[src/hw/rtl/midi_poly_voice_allocator_assert.svh]
// Assertion macros for the voice allocator.
// Used by the top level; depends on nothing else.
`ifndef MIDI_POLY_VOICE_ALLOCATOR_ASSERT_SVH
`define MIDI_POLY_VOICE_ALLOCATOR_ASSERT_SVH

// Assert that an antecedent implies a consequent in the same cycle.
`define MPVA_ASSERT_IMP(lbl, a, c, msg) \
	lbl: assert property (@(posedge clk) disable iff (!arst_n) (a) |-> (c)) else $error(msg);

// Assert that an antecedent implies a consequent in the next cycle.
`define MPVA_ASSERT_NEXT(lbl, a, c, msg) \
	lbl: assert property (@(posedge clk) disable iff (!arst_n) (a) |=> (c)) else $error(msg);

`endif

[src/hw/rtl/mpva_pkg.sv]
// Package for the polyphonic voice allocator: types, constants, codes.
// No dependencies.
`default_nettype none
package mpva_pkg;
	localparam int VOICES_DEF = 8;
	localparam int HELD_DEPTH_DEF = 32;
	localparam int CONTROLLERS_DEF = 8;

	localparam logic [3:0] CMD_NOTE_OFF = 4'h8;
	localparam logic [3:0] CMD_NOTE_ON = 4'h9;
	localparam logic [3:0] CMD_CTRL = 4'hB;
	localparam logic [3:0] CMD_BEND = 4'hE;

	localparam logic [1:0] KIND_VOICE = 2'd0;
	localparam logic [1:0] KIND_CTRL = 2'd1;
	localparam logic [1:0] KIND_BEND = 2'd2;

	localparam logic [1:0] REG_CHANNEL = 2'd0;
	localparam logic [1:0] REG_VOICES = 2'd1;
	localparam logic [1:0] REG_CBASE = 2'd2;

	// One held-list entry as it moves along the chain.
	typedef struct packed {
		logic [6:0] note;
		logic [6:0] vel;
		logic [3:0] voice;
		logic       stolen;
	} held_t;

	typedef enum logic [2:0] {
		ST_IDLE, ST_SCAN_ON, ST_SCAN_OFF, ST_SHIFT, ST_DONE
	} state_t;

	// Command broadcast from the controller to every cell.
	typedef struct packed {
		logic rotate;     // every cell takes the entry of its right neighbor
		logic shift;      // cells at or above the removed slot take their neighbor
		logic write_tail; // cell at index count takes the new entry
		logic mark;       // set the stolen flag of the selected cell
		logic fix;        // give the selected cell a voice, clear stolen
	} cell_cmd_t;
endpackage
`default_nettype wire

[src/hw/rtl/mpva_cell.sv]
// One cell of the held-note chain: holds one entry, passes it left.
// Depends on mpva_pkg.
`default_nettype none
module mpva_cell (
	input  wire logic                clk,
	input  wire mpva_pkg::cell_cmd_t cmd,
	input  wire logic                is_tail,
	input  wire logic                is_above,
	input  wire logic                is_sel,
	input  wire mpva_pkg::held_t     new_entry,
	input  wire logic [3:0]          fix_voice,
	input  wire mpva_pkg::held_t     right,
	output mpva_pkg::held_t          entry
);
	mpva_pkg::held_t entry_q;

	// Entry register: rotate, close a gap, append, or patch the selected entry.
	always_ff @(posedge clk) begin
		if (cmd.rotate) begin
			entry_q <= right;
		end else if (cmd.shift && is_above) begin
			entry_q <= right;
		end else if (cmd.write_tail && is_tail) begin
			entry_q <= new_entry;
		end else if (cmd.mark && is_sel) begin
			entry_q.stolen <= 1'b1;
		end else if (cmd.fix && is_sel) begin
			entry_q.stolen <= 1'b0;
			entry_q.voice <= fix_voice;
		end
	end

	assign entry = entry_q;
endmodule
`default_nettype wire

[src/hw/rtl/midi_poly_voice_allocator.sv]
// Top level of the polyphonic voice allocator with note stealing.
// Depends on mpva_pkg, mpva_cell and the assertion macro header.
//
//   port group   direction  transaction marked by
//   message      in         start high while busy low
//   config       in         cfg_we high
//   result       out        out_valid high for one cycle
//
// Held notes sit in a ring of HELD_DEPTH cells that rotates one place per
// cycle, so one lap scans the whole list.
// A note-on keeps busy high through its scan lap and a done state, and its
// result shows in the cycle busy falls; a note-off adds a shift state.
// Controller and bend results show in the cycle after the accepting edge and
// busy stays low. Reset clears voices and count, resets config; not the cells.
// Results cannot be stalled; dropped messages give no result.
`default_nettype none
module midi_poly_voice_allocator #(
	parameter int VOICES = mpva_pkg::VOICES_DEF,
	parameter int HELD_DEPTH = mpva_pkg::HELD_DEPTH_DEF,
	parameter int CONTROLLERS = mpva_pkg::CONTROLLERS_DEF
) (
	input  wire logic        clk,
	input  wire logic        arst_n,
	input  wire logic        start,
	output logic             busy,
	input  wire logic [7:0]  status_byte,
	input  wire logic [6:0]  data_first,
	input  wire logic [6:0]  data_second,
	input  wire logic        cfg_we,
	input  wire logic [1:0]  cfg_index,
	input  wire logic [6:0]  cfg_data,
	output logic             out_valid,
	output logic [1:0]       kind,
	output logic [2:0]       voice_index,
	output logic [6:0]       note_number,
	output logic [6:0]       note_velocity,
	output logic             gate_level,
	output logic [2:0]       controller_index,
	output logic [6:0]       controller_value,
	output logic signed [13:0] bend_value
);
	`include "midi_poly_voice_allocator_assert.svh"

	localparam int HW = $clog2(HELD_DEPTH);
	localparam int CW = $clog2(HELD_DEPTH + 1);
	localparam int VW = (VOICES > 1) ? $clog2(VOICES) : 1;

	// Configuration registers.
	logic [3:0] chan_q, vcount_q;
	logic [6:0] cbase_q;
	always_ff @(posedge clk or negedge arst_n) begin
		if (!arst_n) begin
			chan_q <= '0;
			vcount_q <= 4'd8;
			cbase_q <= '0;
		end else if (cfg_we) begin
			unique case (cfg_index)
				mpva_pkg::REG_CHANNEL: chan_q <= cfg_data[3:0];
				mpva_pkg::REG_VOICES:  vcount_q <= cfg_data[3:0];
				mpva_pkg::REG_CBASE:   cbase_q <= cfg_data;
				default: ;
			endcase
		end
	end

	// Voice state.
	logic [6:0] vnote_q [VOICES];
	logic [6:0] vvel_q [VOICES];
	logic [VOICES-1:0] vgate_q;

	// Control state.
	mpva_pkg::state_t state_q, state_d;
	logic [CW-1:0] count_q;
	logic [HW-1:0] step_q;    // rotation counter within one lap
	logic [6:0] note_q, vel_q;
	logic note_mode_q;        // 1 while handling a note-on
	logic found_q;            // note found (on: duplicate, off: to remove)
	logic have_old_q;         // oldest unstolen entry located
	logic [HW-1:0] old_pos_q; // its position from the head
	logic [3:0] old_voice_q;
	logic [HW-1:0] rem_pos_q; // position of the entry a note-off removes
	logic [3:0] off_voice_q;
	logic off_stolen_q;
	logic have_st_q;          // newest stolen entry located
	logic [HW-1:0] st_pos_q;
	logic [6:0] st_note_q, st_vel_q;

	// Chain of cells, cell 0 is the head; rotation moves cell i+1 into i.
	mpva_pkg::held_t ent [HELD_DEPTH];
	mpva_pkg::held_t rin [HELD_DEPTH];
	mpva_pkg::cell_cmd_t cmd;
	mpva_pkg::held_t new_entry;
	logic [3:0] fix_voice;
	logic [HW-1:0] sel_pos;

	for (genvar g = 0; g < HELD_DEPTH; g++) begin : g_cell
		assign rin[g] = ent[(g + 1) % HELD_DEPTH];
		mpva_cell u_cell (
			.clk(clk), .cmd(cmd),
			.is_tail(count_q == CW'(g)),
			.is_above(HW'(g) >= rem_pos_q),
			.is_sel(HW'(g) == sel_pos),
			.new_entry(new_entry), .fix_voice(fix_voice),
			.right(rin[g]), .entry(ent[g])
		);
	end

	// Position of the entry now at the head during a lap.
	logic [CW-1:0] pos;
	assign pos = CW'(step_q);

	logic head_live;
	assign head_live = (pos < count_q);

	// Free-voice search (priority over at most VOICES gates).
	logic [3:0] limit;
	logic free_found;
	logic [VW-1:0] free_v;
	always_comb begin
		limit = (vcount_q > 4'(VOICES)) ? 4'(VOICES) : vcount_q;
		free_found = 1'b0;
		free_v = '0;
		for (int v = VOICES - 1; v >= 0; v--) begin
			if (4'(v) < limit && !vgate_q[v]) begin
				free_found = 1'b1;
				free_v = VW'(v);
			end
		end
	end

	// Message decode.
	logic is_chan, cmd_on, cmd_off, cmd_ctl, cmd_bend;
	logic [7:0] cdiff;
	always_comb begin
		is_chan = status_byte[3:0] == chan_q;
		cmd_on = is_chan && status_byte[7:4] == mpva_pkg::CMD_NOTE_ON && data_second != '0;
		cmd_off = is_chan && !cmd_on && (status_byte[7:4] == mpva_pkg::CMD_NOTE_ON ||
			status_byte[7:4] == mpva_pkg::CMD_NOTE_OFF);
		cmd_ctl = is_chan && status_byte[7:4] == mpva_pkg::CMD_CTRL;
		cmd_bend = is_chan && status_byte[7:4] == mpva_pkg::CMD_BEND;
		cdiff = {1'b0, data_first} - {1'b0, cbase_q};
	end

	logic accept;
	assign accept = start && !busy;
	logic lap_end;
	assign lap_end = step_q == HW'(HELD_DEPTH - 1);

	// A note-on completes when the lap ends: decide allocation.
	logic on_ok;
	logic [3:0] on_voice;
	always_comb begin
		on_ok = 1'b0;
		on_voice = 4'(free_v);
		if (!found_q && count_q < CW'(HELD_DEPTH)) begin
			if (free_found) begin
				on_ok = 1'b1;
			end else if (have_old_q && old_voice_q < 4'(VOICES)) begin
				on_ok = 1'b1;
				on_voice = old_voice_q;
			end
		end
	end

	// Next state.
	always_comb begin
		state_d = state_q;
		unique case (state_q)
			mpva_pkg::ST_IDLE: begin
				if (accept && cmd_on) state_d = mpva_pkg::ST_SCAN_ON;
				else if (accept && cmd_off) state_d = mpva_pkg::ST_SCAN_OFF;
			end
			mpva_pkg::ST_SCAN_ON: if (lap_end) state_d = mpva_pkg::ST_DONE;
			mpva_pkg::ST_SCAN_OFF: if (lap_end) state_d = mpva_pkg::ST_SHIFT;
			mpva_pkg::ST_SHIFT: begin
				if (!found_q || off_stolen_q || off_voice_q >= 4'(VOICES))
					state_d = mpva_pkg::ST_IDLE;
				else state_d = mpva_pkg::ST_DONE;
			end
			mpva_pkg::ST_DONE: state_d = mpva_pkg::ST_IDLE;
			default: state_d = mpva_pkg::ST_IDLE;
		endcase
	end

	// Cell commands. Scans rotate the ring one full lap; a note-off closes the
	// gap in one shift; the final cycle appends, marks or hands a voice back.
	always_comb begin
		cmd = '0;
		sel_pos = old_pos_q;
		new_entry.note = note_q;
		new_entry.vel = vel_q;
		new_entry.voice = on_voice;
		new_entry.stolen = 1'b0;
		fix_voice = off_voice_q;
		unique case (state_q)
			mpva_pkg::ST_SCAN_ON, mpva_pkg::ST_SCAN_OFF: cmd.rotate = 1'b1;
			mpva_pkg::ST_SHIFT: cmd.shift = found_q;
			mpva_pkg::ST_DONE: begin
				if (note_mode_q) begin
					cmd.write_tail = on_ok;
					cmd.mark = on_ok && !free_found;
				end else begin
					cmd.fix = have_st_q;
					sel_pos = st_pos_q;
				end
			end
			default: ;
		endcase
	end

	// Main sequencing registers.
	always_ff @(posedge clk or negedge arst_n) begin
		if (!arst_n) begin
			state_q <= mpva_pkg::ST_IDLE;
			count_q <= '0;
			step_q <= '0;
			vgate_q <= '0;
			for (int v = 0; v < VOICES; v++) begin
				vnote_q[v] <= '0;
				vvel_q[v] <= '0;
			end
			note_q <= '0;
			vel_q <= '0;
			note_mode_q <= 1'b0;
			found_q <= 1'b0;
			have_old_q <= 1'b0;
			old_pos_q <= '0;
			old_voice_q <= '0;
			rem_pos_q <= '0;
			off_voice_q <= '0;
			off_stolen_q <= 1'b0;
			have_st_q <= 1'b0;
			st_pos_q <= '0;
			st_note_q <= '0;
			st_vel_q <= '0;
			out_valid <= 1'b0;
			kind <= '0;
			voice_index <= '0;
			note_number <= '0;
			note_velocity <= '0;
			gate_level <= 1'b0;
			controller_index <= '0;
			controller_value <= '0;
			bend_value <= '0;
		end else begin
			state_q <= state_d;
			out_valid <= 1'b0;
			unique case (state_q)
				mpva_pkg::ST_IDLE: begin
					step_q <= '0;
					found_q <= 1'b0;
					have_old_q <= 1'b0;
					have_st_q <= 1'b0;
					if (accept) begin
						note_q <= data_first;
						vel_q <= data_second;
						note_mode_q <= cmd_on;
						if (cmd_ctl && cdiff < 8'(CONTROLLERS)) begin
							out_valid <= 1'b1;
							kind <= mpva_pkg::KIND_CTRL;
							voice_index <= '0;
							note_number <= '0;
							note_velocity <= '0;
							gate_level <= 1'b0;
							controller_index <= cdiff[2:0];
							controller_value <= data_second;
							bend_value <= '0;
						end else if (cmd_bend) begin
							out_valid <= 1'b1;
							kind <= mpva_pkg::KIND_BEND;
							voice_index <= '0;
							note_number <= '0;
							note_velocity <= '0;
							gate_level <= 1'b0;
							controller_index <= '0;
							controller_value <= '0;
							bend_value <= {data_second, data_first} - 14'h2000;
						end
					end
				end
				mpva_pkg::ST_SCAN_ON, mpva_pkg::ST_SCAN_OFF: begin
					step_q <= lap_end ? '0 : step_q + HW'(1);
					if (state_q == mpva_pkg::ST_SCAN_ON && head_live) begin
						if (ent[0].note == note_q) found_q <= 1'b1;
						if (!have_old_q && !ent[0].stolen) begin
							have_old_q <= 1'b1;
							old_pos_q <= step_q;
							old_voice_q <= ent[0].voice;
						end
					end
					if (state_q == mpva_pkg::ST_SCAN_OFF && head_live) begin
						if (ent[0].note == note_q && !found_q) begin
							found_q <= 1'b1;
							rem_pos_q <= step_q;
							off_voice_q <= ent[0].voice;
							off_stolen_q <= ent[0].stolen;
						end
						// The last stolen entry seen is the newest one.
						if (ent[0].stolen) begin
							have_st_q <= 1'b1;
							st_pos_q <= step_q;
							st_note_q <= ent[0].note;
							st_vel_q <= ent[0].vel;
						end
					end
				end
				mpva_pkg::ST_SHIFT: begin
					if (found_q) begin
						count_q <= count_q - CW'(1);
						if (have_st_q && st_pos_q > rem_pos_q) st_pos_q <= st_pos_q - HW'(1);
					end
				end
				mpva_pkg::ST_DONE: begin
					if (note_mode_q) begin
						if (on_ok) begin
							count_q <= count_q + CW'(1);
							vnote_q[on_voice[VW-1:0]] <= note_q;
							vvel_q[on_voice[VW-1:0]] <= vel_q;
							vgate_q[on_voice[VW-1:0]] <= 1'b1;
							out_valid <= 1'b1;
							kind <= mpva_pkg::KIND_VOICE;
							voice_index <= 3'(on_voice);
							note_number <= note_q;
							note_velocity <= vel_q;
							gate_level <= 1'b1;
							controller_index <= '0;
							controller_value <= '0;
							bend_value <= '0;
						end
					end else begin
						out_valid <= 1'b1;
						kind <= mpva_pkg::KIND_VOICE;
						voice_index <= 3'(off_voice_q);
						controller_index <= '0;
						controller_value <= '0;
						bend_value <= '0;
						if (have_st_q) begin
							vnote_q[off_voice_q[VW-1:0]] <= st_note_q;
							vvel_q[off_voice_q[VW-1:0]] <= st_vel_q;
							vgate_q[off_voice_q[VW-1:0]] <= 1'b1;
							note_number <= st_note_q;
							note_velocity <= st_vel_q;
							gate_level <= 1'b1;
						end else begin
							vgate_q[off_voice_q[VW-1:0]] <= 1'b0;
							note_number <= vnote_q[off_voice_q[VW-1:0]];
							note_velocity <= vvel_q[off_voice_q[VW-1:0]];
							gate_level <= 1'b0;
						end
					end
				end
				default: ;
			endcase
		end
	end

	assign busy = state_q != mpva_pkg::ST_IDLE;

	`MPVA_ASSERT_NEXT(a_note_busy, accept && (cmd_on || cmd_off), busy, "note message not busy")
	`MPVA_ASSERT_IMP(a_count_range, 1'b1, count_q <= CW'(HELD_DEPTH), "held count overflow")
	`MPVA_ASSERT_NEXT(a_done_idle, state_q == mpva_pkg::ST_DONE, state_q == mpva_pkg::ST_IDLE, "done not followed by idle")
endmodule
`default_nettype wire
[config.mk]
export PLATFORM = sky130hd
export DESIGN_NAME = midi_poly_voice_allocator
export DESIGN_NICKNAME = d
export VERILOG_FILES = /design/src/hw/rtl/mpva_pkg.sv /design/src/hw/rtl/mpva_cell.sv /design/src/hw/rtl/midi_poly_voice_allocator.sv
export VERILOG_INCLUDE_DIRS = /design/src /design/src/hw/rtl
export SDC_FILE = /design/constraint.sdc
export NUM_CORES = 2
export LEC_CHECK = 0
export BUFFER_PORTS_ARGS = -buffer_cell sky130_fd_sc_hd__buf_2
export CAP_MARGIN = 20
export CORE_MARGIN = 1
export CORE_UTILIZATION = 40
export DETAILED_ROUTE_END_ITERATION = 6
export MAX_ROUTING_LAYER = met4
export PLACE_DENSITY_LB_ADDON = 0.25
export SYNTH_ARGS = -nofsm -noshare
export SYNTH_HDL_FRONTEND = slang
export SYNTH_SLANG_ARGS = --single-unit
export TNS_END_PERCENT = 1
[constraint.sdc]
create_clock -name clk -period 4 [get_ports clk]
set_input_delay 0.4 -clock clk [delete_from_list [all_inputs] [get_ports clk]]
set_output_delay 0.4 -clock clk [all_outputs]
set_load 0.02 [all_outputs]
# --- After elaboration in Yosys (flattened, before gate mapping) ---
# Cells that the tools add are included.
word_totals:
  regBits: 858
  elab_cells: 1054
  output_inout_bits: 46
  input_bits: 35
classes:
  order_cmp: 55
  mux: 361
  n_reduce_logical: 330
  addsub: 6
  n_eq_ne: 122
  bitwise_logic: 6
op_table:
  columns: ["op", "n"]
  rows:
  - ["19-bit two-way mux", 64]
  - ["14-bit two-way mux", 37]
  - ["5-bit two-way mux", 71]
  - ["56-bit two-way mux", 6]
  - ["56-bit bitwise mux", 4]
  - ["5-bit nonzero test", 32]
  - ["1-bit logical AND", 158]
  - ["4-bit two-way mux", 36]
  - ["7-bit two-way mux", 19]
  - ["4-bit by 2-bit != test with 1-bit output, second input constant", 32]
  - ["4-bit nonzero test", 32]
  - ["3-bit nonzero test", 33]
  - ["6-bit by 5-bit == test with 1-bit output, second input constant", 16]
  - ["5-bit == test, first input constant", 16]
  - ["5-bit greater-or-equal comparator, first input constant", 16]
  - ["2-bit AND reduction", 37]
  - ["3-bit two-way mux", 23]
  - ["1-bit two-way mux", 67]
  - ["6-bit by 4-bit == test with 1-bit output, second input constant", 8]
  - ["7-bit binary-select mux with 3-bit select", 2]
  - ["7-bit demux with 3-bit select", 2]
  - ["7-bit case mux with 2 select lines", 3]
  - ["4-bit by 5-bit == test with 1-bit output, first input constant", 8]
  - ["4-bit by 5-bit greater-or-equal comparator with 1-bit output, first input constant", 8]
  - ["other kinds (67)", 150]

# --- Longest topological paths before layout ---
logic_depth:
  word_depth: 23
  ltp_mapped: 12
  depth_no_buf: 11

# --- By module ---
# From an unflattened synthesis, not the netlist that was laid out.
unflattened:
  hier_cells: 3263
  area_unflattened_um2: 44316.3
by_module_without_submodules:
  columns: ["module", "seq_area_each_um2", "area_per_inst_um2", "n_inst", "cells_per_inst"]
  rows:
  - ["mpva_cell", 570.5, 932.1, 32, 58]
  - ["midi_poly_voice_allocator", 6257.3, 14487.6, 1, 1407]

# --- Least setup slack after synthesis ---
# No wires, ideal clock.
synth_path:
  path_kind: "input port to flip-flop"
  start: "input data_first[0]"
  end: "register bend_value[13]"
  t_required_ps: 3875
  path_stages: 12
  setup_slack_ps: 1077
  setup_time_ps: 125
  n_path_buf: 1
  arrival_time_ps: 2799
  path_cell_list: "inv_1 ha_1 inv_1 fa_1 a211o_1 nand3_1 a21oi_1 o21ai_0 a211oi_4 a211oi_2 buf_4 mux2_2"
synth_via:
  elab_chain_cells: 6
synth_lines:
  columns: ["element", "line_no", "source"]
  rows:
  - ["start, declared", "midi_poly_voice_allocator.sv:27", "input wire logic [6:0] data_first,"]
  - ["7-bit by 7-bit subtractor with 8-bit output", "midi_poly_voice_allocator.sv:141", "cdiff = {1'b0, data_first} - {1'b0, cbase_q};"]
  - ["8-bit by 4-bit < comparator with 1-bit output", "midi_poly_voice_allocator.sv:258", "if (cmd_ctl && cdiff < 8'(CONTROLLERS)) begin"]
  - ["1-bit logical AND", "midi_poly_voice_allocator.sv:258", null]
  - ["14-bit two-way mux", "midi_poly_voice_allocator.sv:258", null]
  - ["14-bit two-way mux", "midi_poly_voice_allocator.sv:254", "if (accept) begin"]
  - ["14-bit case mux with 2 select lines", "midi_poly_voice_allocator.sv:248", "unique case (state_q)"]
  - ["end signal, assigned", "midi_poly_voice_allocator.sv:277", "bend_value <= {data_second, data_first} - 14'h2000;"]
  - ["end, declared", "midi_poly_voice_allocator.sv:40", "output logic signed [13:0] bend_value"]
# Several ways; a longest one is shown, not always the timed one. The select of a mux whose other input is x is not followed.
# A chain may end at the register's enable or synchronous reset.

# --- Worst setup path in the final report ---
layout_path:
  start: "register state_q[0]"
  end: "register g_cell[29].u_cell.entry_q, in the netlist g_cell[29].u_cell.entry[6], enable pin"
layout_via:
  elab_chain_cells: 4
layout_lines:
  columns: ["element", "line_no", "source"]
  rows:
  - ["start, declared", "midi_poly_voice_allocator.sv:72", "mpva_pkg::state_t state_q, state_d;"]
  - ["start signal, assigned", "midi_poly_voice_allocator.sv:214", "state_q <= mpva_pkg::ST_IDLE;"]
  - ["start signal, assigned", "midi_poly_voice_allocator.sv:246", "state_q <= state_d;"]
  - ["3-bit by 1-bit == test with 1-bit output, or another cell as far along", "midi_poly_voice_allocator.sv:195", "unique case (state_q)"]
  - ["2-bit OR reduction, or another cell as far along", "midi_poly_voice_allocator.sv:195", null]
  - ["1-bit two-way mux, or another cell as far along", "midi_poly_voice_allocator.sv:195", null]
  - ["3-bit nonzero test (no line) (*)", null, null]
  - ["end signal, assigned", "mpva_cell.sv:20", "entry_q <= right;"]
  - ["end signal, assigned", "mpva_cell.sv:22", "entry_q <= right;"]
  - ["end signal, assigned", "mpva_cell.sv:24", "entry_q <= new_entry;"]
  - ["end, declared", "mpva_cell.sv:15", "mpva_pkg::held_t entry_q;"]
# Every way passes the cells marked *; elsewhere a longest branch is shown, timed or not.

==> flow_metrics.py <==
metrics = {
    "sta": {
        "rsz0062_at_grt": "no",
        "slew_headroom_pct": 24.2,
        "post-route-period-util_pct": 87.1,
        "slew_viol_final": 0,
        "hold_viol_final": 0,
        "period_minus_slack_ps": 3480,
        "clock_skew_ps": 34.5,
        "timing.fmax_mhz": 287,
        "setup_tns_ps": 0,
        "hold_slack_ps": 42.0,
        "setup_violations": 0,
        "fin_ws_ps": 515,
        "worstMarginPinSlew_ps": 1130,
    },
    "yosys": {
        "yosysTopAreaCellShare_pct": 43.8,
        "ys.warnings.count": 0,
        "syn_nets": 3645,
        "ys_ff_latch": 858,
        "yosysSeqAreaShare_pct": 58.8,
        "synth_area_leader_cell": "edfxtp_1",
        "synth-edff-count": 608,
        "synth.area.top_cells": "edfxtp_1 44%, dfrtp_1 15%, mux2_2 12%, nand2_1 7.1%, o21ai_0 3.1%",
        "async_flop_share_pct": 29.1,
        "synth_cell_type_count": 86,
        "syn_inst": 3585,
        "synth_ff_type": "edfxtp_1",
        "avgSynthCellArea_um2": 11.6,
        "syn_area_um2": 41700,
    },
    "finish": {
        "nNetsFinal": 3705,
        "drive_above_1_share_pct": 24.5,
        "multi_input_area_um2": 15900,
        "final_common_cell": "nand2_1",
        "syn2layout_area_growth_pct": 12.8,
        "layout_common_cells": "788 x nand2_1, 608 x edfxtp_1, 435 x mux2_2",
        "seq_area_um2": 24500,
        "final_cell_area_um2": 47000,
        "fin_util_pct": 45.4,
        "nFillCells": 9455,
    },
    "clock_network": {
        "cts_setup_buffers": 0,
        "htree_levels": 3,
        "tritoncts.num_buffers": 94,
        "clk_latency_ps": 680,
        "cts.sink_count": 858,
        "post_cts_resized": 0,
        "ctsHoldBuffers": 18,
        "clock-root-buffer": "clkbuf_16",
        "cts.clk_slew.worst_paths_ps": 70,
        "clock_path_buffers": 3,
        "cts_tree": "built",
    },
    "drt": {
        "wl_um": 120000,
        "first_pass_iters": 6,
        "wl_per_cell_um": 23.5,
        "drc": 0,
        "drtIter0Drc": 2834,
        "vias": 28800,
        "ant_nets": 0,
        "via_per_inst": 5.65,
    },
    "global_routing": {
        "met2_usage_pct": 34.9,
        "grt.total_usage_pct": 23.2,
        "use_met1_pct": 32.2,
        "grt_overflow": 0,
        "antenna_found_initial": 9,
        "grt-busiest-layer": "met2",
        "grt_max_degree": 108,
        "grt_pass1_wl_um": 182000,
        "grtUsageMet3_pct": 4.45,
        "grt_pass1_vias": 28700,
    },
    "floorplan": {
        "num_rows": 118,
        "die_w_um": 325,
        "die_h_um": 325,
        "io_pins": 81,
        "core_um2": 103000,
        "start_util_pct": 40.3,
        "die_area_um2": 106000,
    },
    "placed_design": {
        "gp_congestion": 0.963,
        "place_area_um2": 43900,
        "pre_cts_ws_ps": 565,
        "dp_hpwl_um": 79800,
        "io_buffer_count": 80,
    },
    "power_and_ir_drop": {
        "vdd_drop_max_uv": 348,
        "power_density_nw_per_um2": 478,
        "p_leak_nw": 18.7,
    },
    "critical_path": {
        "worstSetupStartpointType": "flop",
        "arrival_ps": 3790,
        "critical_path_class": "flop to flop",
        "rr_endpoint": "g_cell[29].u_cell.entry[6]",
        "reg2reg_depth": 6,
        "r2r_start": "state_q[0]",
        "r2r_setup_slack_ps": 520,
        "worstPathMaxFanout": 17,
        "cp-end-kind": "flop",
        "required_ps": 4300,
    },
    "hold_path": {
        "holdPathStages": 2,
        "min_to": "vcount_q[1]",
        "hold_start": "cfg_data[1]",
        "min_path_type": "input pin to flop",
    },
    "run_status": {
        "status": "finished, final reports clean",
    },
    "run": {
        "cap_violations": 0,
    },
}
-- routing by layer --
metal / vias up / wire length (um)
met5: - / 0
met4: 0 / 2580
met3: 174 / 9310
met2: 1033 / 54400
met1: 14500 / 53400
li1: 13200 / -
-- layout make-up --
type | instances | area share [%]
antenna | 3 | 0.0160
clock buffer | 130 | 5.59
clock inverter | 38 | 0.687
inverter | 78 | 0.623
multi-input combinational | 2383 | 33.8
sequential | 858 | 52.2
tap | 1380 | 3.67
timing repair buffer | 230 | 3.47
-- how the worst max path moves through the flow --
stage,cells after the start,startpoint,endpoint,slack (ps)
2_1_floorplan,12,data_first[0],bend_value[13],1080
3_3_place_gp,5,state_q[0],g_cell[5].u_cell.entry[3],620
3_5_place_dp,6,state_q[0],g_cell[13].u_cell.entry[15],560
4_1_cts,6,state_q[0],g_cell[29].u_cell.entry[16],540
5_1_grt,6,state_q[0],g_cell[29].u_cell.entry[14],280
6_report,6,state_q[0],g_cell[29].u_cell.entry[6],520
-- flip-flops by register name, indices dropped and copies added, names as in the netlist, 6 cells and up, named ones only --
signal and flops:
bend_value 14, cbase_q 7, controller_value 7, count_q 6, g_cell.u_cell.entry 608, note_number 7, note_q 7, note_velocity 7
st_note_q 7, st_vel_q 7, vel_q 7, vnote_q 56, vvel_q 56
-- synth_stat cells (6+ instances only) --
master    number
a21o_1        13
a21oi_1      102
a221oi_1       7
a22o_1         8
a22oi_1       11
a31oi_1       13
a32o_1        21
and2_1        12
and3_1        30
buf_1         12
buf_2         42
buf_4          8
clkbuf_1     201
dfrtp_1      249
edfxtp_1     608
ha_1          24
inv_1         77
mux2_1        22
mux2_2       435
mux2i_1       90
nand2_1      788
nand2b_1      24
nand3_1       53
nand4_1       13
nor2_1       113
nor2b_1       13
nor3_1        26
nor3b_1       21
nor4_1         6
o211ai_1       7
o21a_1         9
o21ai_0      261
o21ai_1       22
o221a_2       58
o22a_1         7
o22ai_1       49
o31ai_1       17
or2_2          6
xnor2_1       10
xor2_1         7
-- power by group --
part	total [mW]	internal (mW)	switching (mW)
clock network	8.43	4.79	3.64
registers	11.0	10.6	0.375
logic	3.07	1.18	1.89
-- logic make-up (layout without fill, tap and decap cells) --
family                     Yosys count  in the layout  share of synthesized area (%)
other                                0              3                              0
buffers and inverters              344            476                           3.35
and+or+nand+nor                   1130           1130                           11.6
xor gates and xnor gates            17             17                          0.357
AOI/OAI and AO/OA                  659            659                           10.4
muxes                              552            552                           14.8
adders and majority gates           25             25                          0.768
DFF                                858            858                           58.8
-- worst max-delay path: stages (launching register included) --
cell	delay, ps
dfrtp_1	490
or3b_2	740
nor2_4	410
nand3_1	460
nor2_1	430
nor2_1	150
inv_1	430
-- through the flow --
step	power, mW	std cells
after global routing	23.4	5099
after CTS	22.7	5095
after floorplan	13.1	3585
final	22.5	5100
after detailed placement	14.2	4909
after global placement	14.2	4908
Note: power is estimated with default switching activity, not from simulation.
